===== src/rtl/gjdc_pkg.sv =====
// ----------------------------------------------------------------------------
// gjdc_pkg
// Shared types, status codes and fixed-point constants for the Gregorian date
// and Julian Day Number converter.
// ----------------------------------------------------------------------------
package gjdc_pkg;

   // Register stages from accepted beat to result register
   localparam int unsigned STAGES = 8;

   localparam int unsigned MAX_YEAR_DEF = 9999;

   // Conversion kinds
   localparam logic KIND_TO_JDN   = 1'b0;
   localparam logic KIND_FROM_JDN = 1'b1;

   // Result status codes
   localparam logic [2:0] ST_OK         = 3'd0;
   localparam logic [2:0] ST_BAD_YEAR   = 3'd1;
   localparam logic [2:0] ST_BAD_MONTH  = 3'd2;
   localparam logic [2:0] ST_BAD_DAY    = 3'd3;
   localparam logic [2:0] ST_BAD_DAYNUM = 3'd4;

   // Day number of 1 January, year 1
   localparam logic [22:0] LO_DN = 23'd1721426;

   // Reciprocals for exact division by constants: q = (x * MUL) >> SHIFT,
   // with MUL = ceil(2^SHIFT / D) and SHIFT = bits(x) + bits(D).
   localparam int unsigned Y100_SHIFT = 21;
   localparam logic [14:0] Y100_MUL =
      15'(((64'd1 << Y100_SHIFT) + 64'd99) / 64'd100);

   // 4*l / 146097, with the factor 4 folded into the multiplier
   localparam int unsigned N_SHIFT = 44;
   localparam logic [28:0] N_MUL4 =
      29'(64'd4 * (((64'd1 << N_SHIFT) + 64'd146096) / 64'd146097));

   // x / 1461001
   localparam int unsigned I_SHIFT = 49;
   localparam logic [28:0] I_MUL =
      29'(((64'd1 << I_SHIFT) + 64'd1461000) / 64'd1461001);

   // 80*l / 2447, with the factor 80 folded into the multiplier
   localparam int unsigned J_SHIFT = 28;
   localparam logic [23:0] J_MUL80 =
      24'(64'd80 * (((64'd1 << J_SHIFT) + 64'd2446) / 64'd2447));

   typedef struct packed {
      logic [22:0] day_number;
      logic [13:0] year;
      logic [3:0]  month;
      logic [4:0]  day;
      logic [2:0]  status;
   } res_type;

   // Days in a month; zero for month codes that name no month
   function automatic logic [4:0] month_len(input logic [3:0] month, input logic leap);
      logic [4:0] len;
      case (month) inside
         4'd2:                                  len = leap ? 5'd29 : 5'd28;
         4'd4, 4'd6, 4'd9, 4'd11:               len = 5'd30;
         4'd1, 4'd3, 4'd5, 4'd7, 4'd8, 4'd10, 4'd12: len = 5'd31;
         default:                               len = 5'd0;
      endcase
      return len;
   endfunction

   // (367 * (month - 2 - 12*a)) / 12, with a = -1 for January and February
   function automatic logic [8:0] month_days(input logic [3:0] month);
      logic [8:0] days;
      case (month)
         4'd1:    days = 9'd336;
         4'd2:    days = 9'd367;
         4'd3:    days = 9'd30;
         4'd4:    days = 9'd61;
         4'd5:    days = 9'd91;
         4'd6:    days = 9'd122;
         4'd7:    days = 9'd152;
         4'd8:    days = 9'd183;
         4'd9:    days = 9'd214;
         4'd10:   days = 9'd244;
         4'd11:   days = 9'd275;
         4'd12:   days = 9'd305;
         default: days = 9'd0;
      endcase
      return days;
   endfunction

   // (2447 * j) / 80
   function automatic logic [8:0] month_offset(input logic [4:0] j);
      logic [8:0] offs;
      case (j)
         5'd1:    offs = 9'd30;
         5'd2:    offs = 9'd61;
         5'd3:    offs = 9'd91;
         5'd4:    offs = 9'd122;
         5'd5:    offs = 9'd152;
         5'd6:    offs = 9'd183;
         5'd7:    offs = 9'd214;
         5'd8:    offs = 9'd244;
         5'd9:    offs = 9'd275;
         5'd10:   offs = 9'd305;
         5'd11:   offs = 9'd336;
         5'd12:   offs = 9'd367;
         5'd13:   offs = 9'd397;
         5'd14:   offs = 9'd428;
         5'd15:   offs = 9'd458;
         5'd16:   offs = 9'd489;
         default: offs = 9'd0;
      endcase
      return offs;
   endfunction

endpackage


===== src/rtl/gregorian_julian_day_converter_core.sv =====
// ----------------------------------------------------------------------------
// gregorian_julian_day_converter_core
// Converts a Gregorian date to a Julian Day Number or back, one request per
// beat, with field and range checks that report a status code.
//
//   channel   ports                                         direction
//   req       req_valid req_stall req_kind req_year          in
//             req_month req_day req_day_number
//   rsp       rsp_valid rsp_stall rsp_out_day_number          out
//             rsp_out_year rsp_out_month rsp_out_day rsp_status
//
// Eight register stages; one beat can enter every cycle while req_stall is low.
// The depth is set by the day number inversion, a chain of reciprocal
// multiplies, at most one multiplier per stage.
// Each stage loads when it is empty or the stage after it moves, so a rsp
// stall backs up stage by stage and bubbles close up.
// Reset clears only the stage valid bits.
// ----------------------------------------------------------------------------
module gregorian_julian_day_converter_core #(
   parameter int unsigned MAX_YEAR = gjdc_pkg::MAX_YEAR_DEF
) (
   input  logic        clock,
   input  logic        reset,
   input  logic        req_valid,
   output logic        req_stall,
   input  logic        req_kind,
   input  logic [13:0] req_year,
   input  logic [3:0]  req_month,
   input  logic [4:0]  req_day,
   input  logic [22:0] req_day_number,
   output logic        rsp_valid,
   input  logic        rsp_stall,
   output logic [22:0] rsp_out_day_number,
   output logic [13:0] rsp_out_year,
   output logic [3:0]  rsp_out_month,
   output logic [4:0]  rsp_out_day,
   output logic [2:0]  rsp_status
);

   localparam int unsigned Last = gjdc_pkg::STAGES - 1;

   logic [Last:0]     valid_ff;
   logic [Last:0]     ready;
   logic [Last-1:0]   kind_ff;
   gjdc_pkg::res_type fwd_res;
   gjdc_pkg::res_type inv_res;
   gjdc_pkg::res_type sel;
   gjdc_pkg::res_type out_in;
   gjdc_pkg::res_type out_ff;

   gjdc_to_jdn #(
      .MAX_YEAR (MAX_YEAR)
   ) u_to_jdn (
      .clock (clock),
      .en    (ready[Last-1:0]),
      .year  (req_year),
      .month (req_month),
      .day   (req_day),
      .res   (fwd_res)
   );

   gjdc_from_jdn #(
      .MAX_YEAR (MAX_YEAR)
   ) u_from_jdn (
      .clock      (clock),
      .en         (ready[Last-1:0]),
      .day_number (req_day_number),
      .res        (inv_res)
   );

   // A stage may load when it is empty or its contents move on
   always_comb begin
      ready[Last] = !valid_ff[Last] || !rsp_stall;
      for (int k = Last - 1; k >= 0; k--) begin
         ready[k] = !valid_ff[k] || ready[k+1];
      end
   end

   assign req_stall = !ready[0];

   always_ff @(posedge clock) begin
      if (reset) begin
         valid_ff <= '0;
      end else begin
         if (ready[0]) begin
            valid_ff[0] <= req_valid;
         end
         for (int k = 1; k <= Last; k++) begin
            if (ready[k]) begin
               valid_ff[k] <= valid_ff[k-1];
            end
         end
      end
   end

   always_ff @(posedge clock) begin
      if (ready[0]) begin
         kind_ff[0] <= req_kind;
      end
      for (int k = 1; k < Last; k++) begin
         if (ready[k]) begin
            kind_ff[k] <= kind_ff[k-1];
         end
      end
      if (ready[Last]) begin
         out_ff <= out_in;
      end
   end

   // Pick the direction, drop all result fields on an error
   always_comb begin
      sel    = (kind_ff[Last-1] == gjdc_pkg::KIND_FROM_JDN) ? inv_res : fwd_res;
      out_in = sel;
      if (sel.status != gjdc_pkg::ST_OK) begin
         out_in        = '0;
         out_in.status = sel.status;
      end
   end

   assign rsp_valid          = valid_ff[Last];
   assign rsp_out_day_number = out_ff.day_number;
   assign rsp_out_year       = out_ff.year;
   assign rsp_out_month      = out_ff.month;
   assign rsp_out_day        = out_ff.day;
   assign rsp_status         = out_ff.status;

`ifndef SYNTHESIS
   a_accept_lands : assert property (@(posedge clock) disable iff (reset)
      req_valid && !req_stall |=> valid_ff[0])
      else $error("accepted beat did not enter the first stage");

   a_full_backs_up : assert property (@(posedge clock) disable iff (reset)
      (&valid_ff) && rsp_stall |-> req_stall)
      else $error("full pipeline took a beat while the result was stalled");

   a_error_zeroed : assert property (@(posedge clock) disable iff (reset)
      rsp_valid && rsp_status != gjdc_pkg::ST_OK |->
         rsp_out_day_number == 23'd0 && rsp_out_year == 14'd0 &&
         rsp_out_month == 4'd0 && rsp_out_day == 5'd0)
      else $error("error result carries nonzero fields");

   a_ok_date_sane : assert property (@(posedge clock) disable iff (reset)
      rsp_valid && rsp_status == gjdc_pkg::ST_OK |->
         rsp_out_month != 4'd0 && rsp_out_month <= 4'd12 && rsp_out_day != 5'd0)
      else $error("good result holds an impossible month or day");
`endif

endmodule


===== src/rtl/gjdc_to_jdn.sv =====
// ----------------------------------------------------------------------------
// gjdc_to_jdn
// Date to day number datapath: field checks, leap rule and the day number sum
// in four stages, then delay stages to line up with the inverse path.
// ----------------------------------------------------------------------------
module gjdc_to_jdn #(
   parameter int unsigned MAX_YEAR = gjdc_pkg::MAX_YEAR_DEF
) (
   input  logic                           clock,
   input  logic [gjdc_pkg::STAGES-2:0]    en,
   input  logic [13:0]                    year,
   input  logic [3:0]                     month,
   input  logic [4:0]                     day,
   output gjdc_pkg::res_type              res
);

   localparam logic [15:0] MaxYr = 16'(MAX_YEAR);

   // stage 0
   logic [13:0] year_ff [0:2];
   logic [3:0]  month_ff [0:2];
   logic [4:0]  day_ff [0:2];
   logic [2:0]  st_ff [0:2];
   logic        early_ff [0:1];
   logic [28:0] yprod_ff;
   logic [2:0]  st0_in;
   logic [28:0] yprod_in;

   // stage 1
   logic [7:0]  cent;
   logic [6:0]  rem;
   logic        leap;
   logic [4:0]  len;
   logic [2:0]  st1_in;
   logic [7:0]  qa_in;
   logic [7:0]  qa_ff;

   // stage 2
   logic [14:0] ybase;
   logic [24:0] t1prod;
   logic [9:0]  t3prod;
   logic [22:0] t1_ff;
   logic [8:0]  t2_ff;
   logic [7:0]  t3_ff;

   // stage 3 and delay
   logic [23:0]       jdn_sum;
   gjdc_pkg::res_type res3_in;
   gjdc_pkg::res_type res_ff [3:6];

   always_comb begin
      yprod_in = {15'd0, year} * {14'd0, gjdc_pkg::Y100_MUL};
      if (year == 14'd0 || {2'b00, year} > MaxYr) begin
         st0_in = gjdc_pkg::ST_BAD_YEAR;
      end else if (month == 4'd0 || month > 4'd12) begin
         st0_in = gjdc_pkg::ST_BAD_MONTH;
      end else begin
         st0_in = gjdc_pkg::ST_OK;
      end
   end

   always_comb begin
      cent  = yprod_ff[28:21];
      rem   = 7'(year_ff[0] - 14'({6'd0, cent} * 14'd100));
      leap  = (year_ff[0][1:0] == 2'd0 && rem != 7'd0) ||
              (rem == 7'd0 && cent[1:0] == 2'd0);
      len   = gjdc_pkg::month_len(month_ff[0], leap);
      // (y + a) / 100 drops by one in a century year when a = -1
      qa_in = (early_ff[0] && rem == 7'd0) ? cent - 8'd1 : cent;
      st1_in = st_ff[0];
      if (st_ff[0] == gjdc_pkg::ST_OK && (day_ff[0] == 5'd0 || day_ff[0] > len)) begin
         st1_in = gjdc_pkg::ST_BAD_DAY;
      end
   end

   always_comb begin
      ybase  = {1'b0, year_ff[1]} + 15'd4800 - {14'd0, early_ff[1]};
      t1prod = {10'd0, ybase} * 25'd1461;
      t3prod = ({2'd0, qa_ff} + 10'd49) * 10'd3;
   end

   always_comb begin
      jdn_sum = {1'b0, t1_ff} + {15'd0, t2_ff} + {19'd0, day_ff[2]}
              - {16'd0, t3_ff} - 24'd32075;
      res3_in.day_number = jdn_sum[22:0];
      res3_in.year       = year_ff[2];
      res3_in.month      = month_ff[2];
      res3_in.day        = day_ff[2];
      res3_in.status     = st_ff[2];
   end

   always_ff @(posedge clock) begin
      if (en[0]) begin
         year_ff[0]  <= year;
         month_ff[0] <= month;
         day_ff[0]   <= day;
         st_ff[0]    <= st0_in;
         early_ff[0] <= (month < 4'd3);
         yprod_ff    <= yprod_in;
      end
      if (en[1]) begin
         year_ff[1]  <= year_ff[0];
         month_ff[1] <= month_ff[0];
         day_ff[1]   <= day_ff[0];
         st_ff[1]    <= st1_in;
         early_ff[1] <= early_ff[0];
         qa_ff       <= qa_in;
      end
      if (en[2]) begin
         year_ff[2]  <= year_ff[1];
         month_ff[2] <= month_ff[1];
         day_ff[2]   <= day_ff[1];
         st_ff[2]    <= st_ff[1];
         t1_ff       <= t1prod[24:2];
         t2_ff       <= gjdc_pkg::month_days(month_ff[1]);
         t3_ff       <= t3prod[9:2];
      end
      if (en[3]) begin
         res_ff[3] <= res3_in;
      end
      for (int k = 4; k <= 6; k++) begin
         if (en[k]) begin
            res_ff[k] <= res_ff[k-1];
         end
      end
   end

   assign res = res_ff[6];

endmodule


===== src/rtl/gjdc_from_jdn.sv =====
// ----------------------------------------------------------------------------
// gjdc_from_jdn
// Day number to date datapath: range check and the integer inversion, one
// reciprocal multiply or one constant multiply and subtract per stage.
// ----------------------------------------------------------------------------
module gjdc_from_jdn #(
   parameter int unsigned MAX_YEAR = gjdc_pkg::MAX_YEAR_DEF
) (
   input  logic                           clock,
   input  logic [gjdc_pkg::STAGES-2:0]    en,
   input  logic [22:0]                    day_number,
   output gjdc_pkg::res_type              res
);

   // Day number of 31 December of the last year
   localparam longint HiDn = (64'sd1461 * (longint'(MAX_YEAR) + 64'sd4800)) / 4
                           + 305 - (3 * ((longint'(MAX_YEAR) + 64'sd4900) / 100)) / 4
                           + 31 - 32075;
   localparam logic [24:0] HiDnV = 25'(HiDn);

   logic [22:0] dn_ff [0:6];
   logic        bad_ff [0:6];
   logic [23:0] l_ff [0:1];
   logic [52:0] pn_ff;
   logic [8:0]  n_ff [2:6];
   logic [15:0] l2_ff [2:4];
   logic [27:0] x_ff;
   logic [56:0] pi_ff;
   logic [7:0]  i_ff [5:6];
   logic [8:0]  l3_ff [5:6];
   logic [32:0] pj_ff;

   logic [26:0] nday;
   logic [24:0] l2w;
   logic [7:0]  iq;
   logic [18:0] iprod;
   logic [16:0] l3w;
   logic [4:0]  j;
   logic        l4;
   logic [8:0]  dw;
   logic [15:0] yw;

   always_comb begin
      nday  = {18'd0, pn_ff[52:44]} * 27'd146097 + 27'd3;
      l2w   = {1'b0, l_ff[1]} - nday[26:2];
      iq    = pi_ff[56:49];
      iprod = {11'd0, iq} * 19'd1461;
      l3w   = {1'b0, l2_ff[4]} - iprod[18:2] + 17'd31;
   end

   always_ff @(posedge clock) begin
      if (en[0]) begin
         dn_ff[0]  <= day_number;
         bad_ff[0] <= (day_number < gjdc_pkg::LO_DN) || ({2'b00, day_number} > HiDnV);
         l_ff[0]   <= {1'b0, day_number} + 24'd68569;
      end
      for (int k = 1; k <= 6; k++) begin
         if (en[k]) begin
            dn_ff[k]  <= dn_ff[k-1];
            bad_ff[k] <= bad_ff[k-1];
         end
      end
      if (en[1]) begin
         l_ff[1] <= l_ff[0];
         pn_ff   <= {29'd0, l_ff[0]} * {24'd0, gjdc_pkg::N_MUL4};
      end
      if (en[2]) begin
         n_ff[2]  <= pn_ff[52:44];
         l2_ff[2] <= l2w[15:0];
      end
      if (en[3]) begin
         n_ff[3]  <= n_ff[2];
         l2_ff[3] <= l2_ff[2];
         x_ff     <= ({12'd0, l2_ff[2]} + 28'd1) * 28'd4000;
      end
      if (en[4]) begin
         n_ff[4]  <= n_ff[3];
         l2_ff[4] <= l2_ff[3];
         pi_ff    <= {29'd0, x_ff} * {28'd0, gjdc_pkg::I_MUL};
      end
      if (en[5]) begin
         n_ff[5]  <= n_ff[4];
         i_ff[5]  <= iq;
         l3_ff[5] <= l3w[8:0];
      end
      if (en[6]) begin
         n_ff[6]  <= n_ff[5];
         i_ff[6]  <= i_ff[5];
         l3_ff[6] <= l3_ff[5];
         pj_ff    <= {24'd0, l3_ff[5]} * {9'd0, gjdc_pkg::J_MUL80};
      end
   end

   // Final step feeds the result register in the top level
   always_comb begin
      j  = pj_ff[32:28];
      l4 = (j >= 5'd11);
      dw = l3_ff[6] - gjdc_pkg::month_offset(j);
      yw = 16'({7'd0, n_ff[6]} * 16'd100) + {8'd0, i_ff[6]} + {15'd0, l4} - 16'd4900;
      res.day_number = dn_ff[6];
      res.year       = yw[13:0];
      res.month      = l4 ? 4'(j - 5'd10) : 4'(j + 5'd2);
      res.day        = dw[4:0];
      res.status     = bad_ff[6] ? gjdc_pkg::ST_BAD_DAYNUM : gjdc_pkg::ST_OK;
   end

endmodule


===== config.mk =====
export PLATFORM = sky130hd
export DESIGN_NAME = gregorian_julian_day_converter_core
export DESIGN_NICKNAME = d
export VERILOG_FILES = /design/src/rtl/gjdc_pkg.sv /design/src/rtl/gregorian_julian_day_converter_core.sv /design/src/rtl/gjdc_to_jdn.sv /design/src/rtl/gjdc_from_jdn.sv
export SDC_FILE = /design/constraint.sdc
export NUM_CORES = 2
export LEC_CHECK = 0
export ABC_AREA = 1
export BUFFER_PORTS_ARGS = -buffer_cell sky130_fd_sc_hd__clkbuf_2
export CORE_MARGIN = 5
export CORE_UTILIZATION = 60
export DETAILED_ROUTE_END_ITERATION = 6
export PLACE_DENSITY = 0.74
export SYNTH_ARGS = -nofsm -noshare
export SYNTH_HDL_FRONTEND = slang
export SYNTH_SLANG_ARGS = --single-unit

===== constraint.sdc =====
create_clock -name clock -period 18.8 [get_ports clock]
set_input_delay 0.94 -clock clock [delete_from_list [all_inputs] [get_ports clock]]
set_output_delay 0.94 -clock clock [all_outputs]
set_load 0.02 [all_outputs]

# Word-level counts from Yosys, hierarchy flattened
# Memory sizes are Yosys's and may differ from the RTL's. A register that Yosys moved wholly into a read port is not among the register bits.
# Index checks and enable logic that the tools add are counted.
[word_totals]
memories = 15
register_bits = 283
in_bits = 51
out_inout_bits = 51
rom_bits = 432
ramBits = 619
[op_classes]
muxes = 26
n_mul = 11
magnitude_cmp = 7
n_eq_ne = 12
n_reduce_logical = 38
n_addsub = 21
[memory_table]
columns = ["name", "words", "width", "rd", "rd_clocked_by_memory_dff", "write_ports", "line", "text"]
rows = [
  ["(no name shown)", 32, 9, 1, 1, 0, "gjdc_pkg.sv:92", "case (j)"],
  ["u_to_jdn.res_ff", 4, 49, 4, 0, 4, "gjdc_to_jdn.sv:49", "gjdc_pkg::res_type res_ff [3:6];"],
  ["u_from_jdn.dn_ff", 7, 23, 7, 0, 7, "gjdc_from_jdn.sv:21", "logic [22:0] dn_ff [0:6];"],
  ["(no name shown)", 16, 9, 1, 1, 0, "gjdc_pkg.sv:71", "case (month)"],
  ["u_from_jdn.l2_ff", 3, 16, 3, 0, 3, "gjdc_from_jdn.sv:26", "logic [15:0] l2_ff [2:4];"],
  ["u_from_jdn.l_ff", 2, 24, 2, 0, 2, "gjdc_from_jdn.sv:23", "logic [23:0] l_ff [0:1];"],
  ["9 more memories", "--", "--", "--", "--", "--", "--", ""],
]
[ops]
columns = ["op", "count"]
rows = [
  ["$mul 23x27->50 const B", 1],
  ["$mux 49", 1],
  ["$mul 24x24->48 const B", 1],
  ["$mul 28x7->23 const B", 1],
  ["$mul 14x13->27 const B", 1],
  ["$mul 9x18->27 const B", 1],
  ["$mul 15x11->25 const B", 1],
  ["$add 23x17->24 const B", 1],
  ["$add 23x5->23", 1],
  ["$add 23x9->23", 1],
  ["$gt 23x23->1 const B", 1],
  ["$lt 23x21->1 const B", 1],
  ["$sub 23x15->23 const B", 1],
  ["$sub 23x8->23", 1],
  ["$eq 4x4->1 const B", 5],
  ["$mux 5", 4],
  ["$add 18x2->18 const B", 1],
  ["$mul 9x18->18 const B", 1],
  ["$add 16x1->17 const B", 1],
  ["$eq 4x3->1 const B", 4],
  ["$sub 16x16->16", 1],
  ["$add 14x13->15 const B", 1],
  ["$mux 1", 15],
  ["$sub 15x1->15", 1],
  ["39 further kinds", 67],
]

# Longest topological paths before layout
[logic_depth]
depth_word = 11
depth_mapped = 35

# Hierarchy
# A second synthesis with hierarchy kept.
[unflattened]
cells_unflattened = 6533
hier_area_um2 = 68524.5
[modules_own_cells]
columns = ["module", "instances", "area_each_um2", "cells_each", "seq_area_each_um2"]
rows = [
  ["gjdc_from_jdn", 1, 44181.1, 4299, 10970.5],
  ["gjdc_to_jdn", 1, 21688.3, 1978, 9759.4],
  ["gregorian_julian_day_converter_core", 1, 2655.0, 256, 1841.8],
]

# Least setup slack after synthesis
# No wires, ideal clock.
[synth_path]
path_kind = "input to output"
startpoint = "input rsp_stall"
endpoint = "output req_stall"
stages = 14
t_arrival_ns = 8.255
path_buffers = 0
path_slack_ns = 9.605
path_cell_list = "nand2_2 > nor2_4 > inv_2 > nor2_4 > inv_2 > nor2_2 > inv_2 > nor2_2 > inv_2 > nor2_2 > inv_2 > nor2_4 > nand2_2 > clkinv_2"
[synth_via]
elab_chain_len = 10
[synth_rtl]
columns = ["element", "line", "text"]
rows = [
  ["start, declared", "gregorian_julian_day_converter_core.sv:32", "input logic rsp_stall,"],
  ["$logic_not 1->1", "gregorian_julian_day_converter_core.sv:73", "ready[Last] = !valid_ff[Last] || !rsp_stall;"],
  ["$logic_or 1x1->1", "gregorian_julian_day_converter_core.sv:73", ""],
  ["$logic_or 1x1->1 (2 in series)", "gregorian_julian_day_converter_core.sv:75", "ready[k] = !valid_ff[k] || ready[k+1];"],
  ["named net ready[5]", "gregorian_julian_day_converter_core.sv:43", "logic [Last:0] ready;"],
  ["$logic_or 1x1->1", "gregorian_julian_day_converter_core.sv:75", ""],
  ["named net ready[4]", "gregorian_julian_day_converter_core.sv:43", ""],
  ["$logic_or 1x1->1", "gregorian_julian_day_converter_core.sv:75", ""],
  ["named net ready[3]", "gregorian_julian_day_converter_core.sv:43", ""],
  ["$logic_or 1x1->1", "gregorian_julian_day_converter_core.sv:75", ""],
  ["named net ready[2]", "gregorian_julian_day_converter_core.sv:43", ""],
  ["$logic_or 1x1->1 (2 in series)", "gregorian_julian_day_converter_core.sv:75", ""],
  ["$logic_not 1->1", "gregorian_julian_day_converter_core.sv:79", "assign req_stall = !ready[0];"],
  ["end, declared", "gregorian_julian_day_converter_core.sv:25", "output logic req_stall,"],
]
# The timed path passes the listed nets, and every way through them passes these cells.

==> results.ini <==
[placement]
hpwl_um=126000
io_buffers=101
place_congestion=0.978

[global_routing]
antenna_found_initial=5
grt-ovfl-total=0
grt_pass1_wl_um=243000
grtUsageTotal_pct=26.3
grt_pass1_vias=45500
grt_max_degree=79

[clock_tree]
clock_latency_ns=0.67
ctsHoldBuffers=0
cts_setup_buffers=0
cts_resized=0
htreeDepth=3
clock_tree.root_cell=clkbuf_16
cts.sinks=756
max-clock-path-buffers=3
cts_tree=yes
clkTransAtPathRegs_ns=0.06
cts_made_buffers=78

[routing]
wl_per_cell_um=19.0
viasPerCell=5.34
drt_iter0_drc=2918
wl_um=151000
dr.pass1.iters=7
vias=42400
postRouteAntennaNets=0
drc=0

[yosys]
synth_flop_cell=edfxtp_1
seq_area_frac_synth_pct=33.6
syn_nets=8028
netlist_area_um2=67200
ys_ff_latch=756
ys_async_sr_fraction_pct=0
syn_area_per_cell_um2=10.8
synth-edff-count=743
synthDistinctLibCells=64
yosysWarnings=0
syn-instance-count=6225

[finish]
fillCellCount=8655
finalNetCount=8203
mostFrequentLayoutCells=inv_1, ha_1, fa_1, edfxtp_1, nand2_1
n_antenna_cell=0
areaGrowthSynthToFinish_pct=7.48
final_common_cell=inv_1
drive_above_1_share_pct=4.55

[setup_path]
max_stage_delay_ns=0.54
required_ns=19.18
regToRegEndpoint=u_to_jdn.t1_ff[21]$_DFFE_PP_
ff2ff_setup_slack_ns=11.84
cp.arrival_ns=7.34
path_max_fanout=6
cpMostUsedCell=nand2_1
crit_path_end=u_to_jdn.t1_ff[21]$_DFFE_PP_
reg2reg_depth=35
r2r_start=u_to_jdn.year_ff[0][14]$_DFFE_PP_
critical_path.startpoint=u_to_jdn.year_ff[0][14]$_DFFE_PP_
crit_type=flop to flop
start_kind=flop
cpMaxStageDelayCell=fa_1
end_kind=flop

[floorplan]
num_rows=122
die_y_um=345
die_area_um2=119000
io_pins=102
fp.coreArea_um2=111000
initial_core_util_pct=60.5
die_x_um=345

[timing]
drv_slew=0
tightestPinTransition_ns=1.06
rsz0062_at_grt=no
period_minus_slack_ns=6.96
post-route-period-util_pct=37.0
finClkSkew_ns=0.0532
fmax_mhz=144
setup_viol=0
finalSetupTns_ns=0
finalHoldViolCount=0
slew_headroom_pct=29.1

[hold_path]
holdPathStages=0
worstHoldPathType=flop to flop

[run]
max_cap_violations=0

[outcome]
outcome=finished, final reports clean

## cells by family after synthesis
| kind of cell | count (synthesis) | synth area share (%) |
|---|---|---|
| adder cells (fa/ha/maj) | 1752 | 41.3 |
| buffers and inverters | 1634 | 9.14 |
| AND/OR/NAND/NOR | 1249 | 7.85 |
| flip-flops | 756 | 33.6 |
| AO/OA/AOI/OAI | 602 | 5.12 |
| XOR/XNOR | 232 | 3.04 |
## critical path, delay by kind of cell, from the launching register on
family,cells,cell delay (ns)
AND/OR/NAND/NOR,14,1.38
buffers and inverters,7,0.51
adder cells (fa/ha/maj),9,3.54
XOR/XNOR,2,0.45
flip-flops,1,0.39
AO/OA/AOI/OAI,3,0.43
## final cells by class
class / instances / area, µm² / share of cell area (%)
Multi-Input combinational cell: 3835 / 38500 / 53.3
Sequential cell: 756 / 22600 / 31.3
Inverter: 1615 / 6080 / 8.42
Clock buffer: 93 / 2050 / 2.84
Tap cell: 1488 / 1860 / 2.58
Timing Repair Buffer: 114 / 603 / 0.835
Clock inverter: 50 / 567 / 0.785
## state kept, by name (all words and copies together) (netlist names), 34 cells and up, named ones only
name	flops
u_from_jdn.dn_ff	161
u_from_jdn.l2_ff	34
u_from_jdn.l_ff	39
u_from_jdn.n_ff	45
u_to_jdn.res_ff	192
u_to_jdn.year_ff	41
## worst min-delay path by stage
stage,slack [ns],to,startpoint
after floorplan,0.40,kind_ff[1]$_DFFE_PP_,kind_ff[0]$_DFFE_PN_
after global placement,0.40,u_to_jdn.res_ff[0][282]$_DFFE_PP_,u_to_jdn.res_ff[0][233]$_DFFE_PP_
after detailed placement,0.40,kind_ff[2]$_DFFE_PP_,kind_ff[1]$_DFFE_PP_
after CTS,0.36,u_to_jdn.res_ff[0][171]$_DFFE_PP_,u_to_jdn.year_ff[0][40]$_DFFE_PP_
after global routing,0.38,u_to_jdn.res_ff[0][217]$_DFFE_PP_,u_to_jdn.res_ff[0][168]$_DFFE_PP_
final,0.37,u_to_jdn.res_ff[0][171]$_DFFE_PP_,u_to_jdn.year_ff[0][40]$_DFFE_PP_
## cells in the mapped netlist (all sizes together) (2+ instances only)
master,number,share of area (%)
a211oi,14,0.16
a21boi,18,0.20
a21o,25,0.28
a21oi,281,2.1
a221oi,2,0.026
a31oi,21,0.20
and2,2,0.022
and3,3,0.028
buf,3,0.020
clkbuf,16,0.089
dfxtp,13,0.39
edfxtp,743,33
fa,772,23
ha,980,18
inv,1614,9.0
nand2,691,3.9
nand3,152,1.2
nand3b,3,0.034
nand4,43,0.41
nor2,281,1.6
nor3,39,0.30
nor3b,2,0.022
nor4,20,0.20
o2111ai,4,0.052
o211a,2,0.030
o211ai,14,0.16
o21a,12,0.13
o21ai,168,1.3
o21bai,19,0.22
o221ai,4,0.052
o22ai,4,0.047
o31ai,7,0.078
or2,11,0.10
xnor2,77,1.0
xor2,155,2.0
## metal layers
layer  vias to the layer above  routed length (µm)  track usage [%]
li1                      20300                   -                -
met2                      1122               73400             44.6
met3                       271                8420             3.93
met5                         -                   0                0
met1                     20800               63700             35.6
met4                         0                5130             8.04
## metrics by stage
stage / cell area, µm² / util [%] / hold WS, ns / instances / setup WS, ns
2_1_floorplan: 67200 / - / 0.400 / 6225 / 9.60
3_3_place_gp: 69600 / 62.7 / 0.400 / 7808 / 11.91
3_5_place_dp: 69600 / 62.7 / 0.405 / 7808 / 11.90
4_1_cts: 72200 / 65.1 / 0.359 / 7951 / 11.82
5_1_grt: 72200 / 65.1 / 0.383 / 7951 / 11.30
6_report: 72200 / 65.1 / 0.369 / 7951 / 11.84
Power is not shown: default switching activity piles up to over one toggle a cycle in this logic, so the estimate is an artifact.
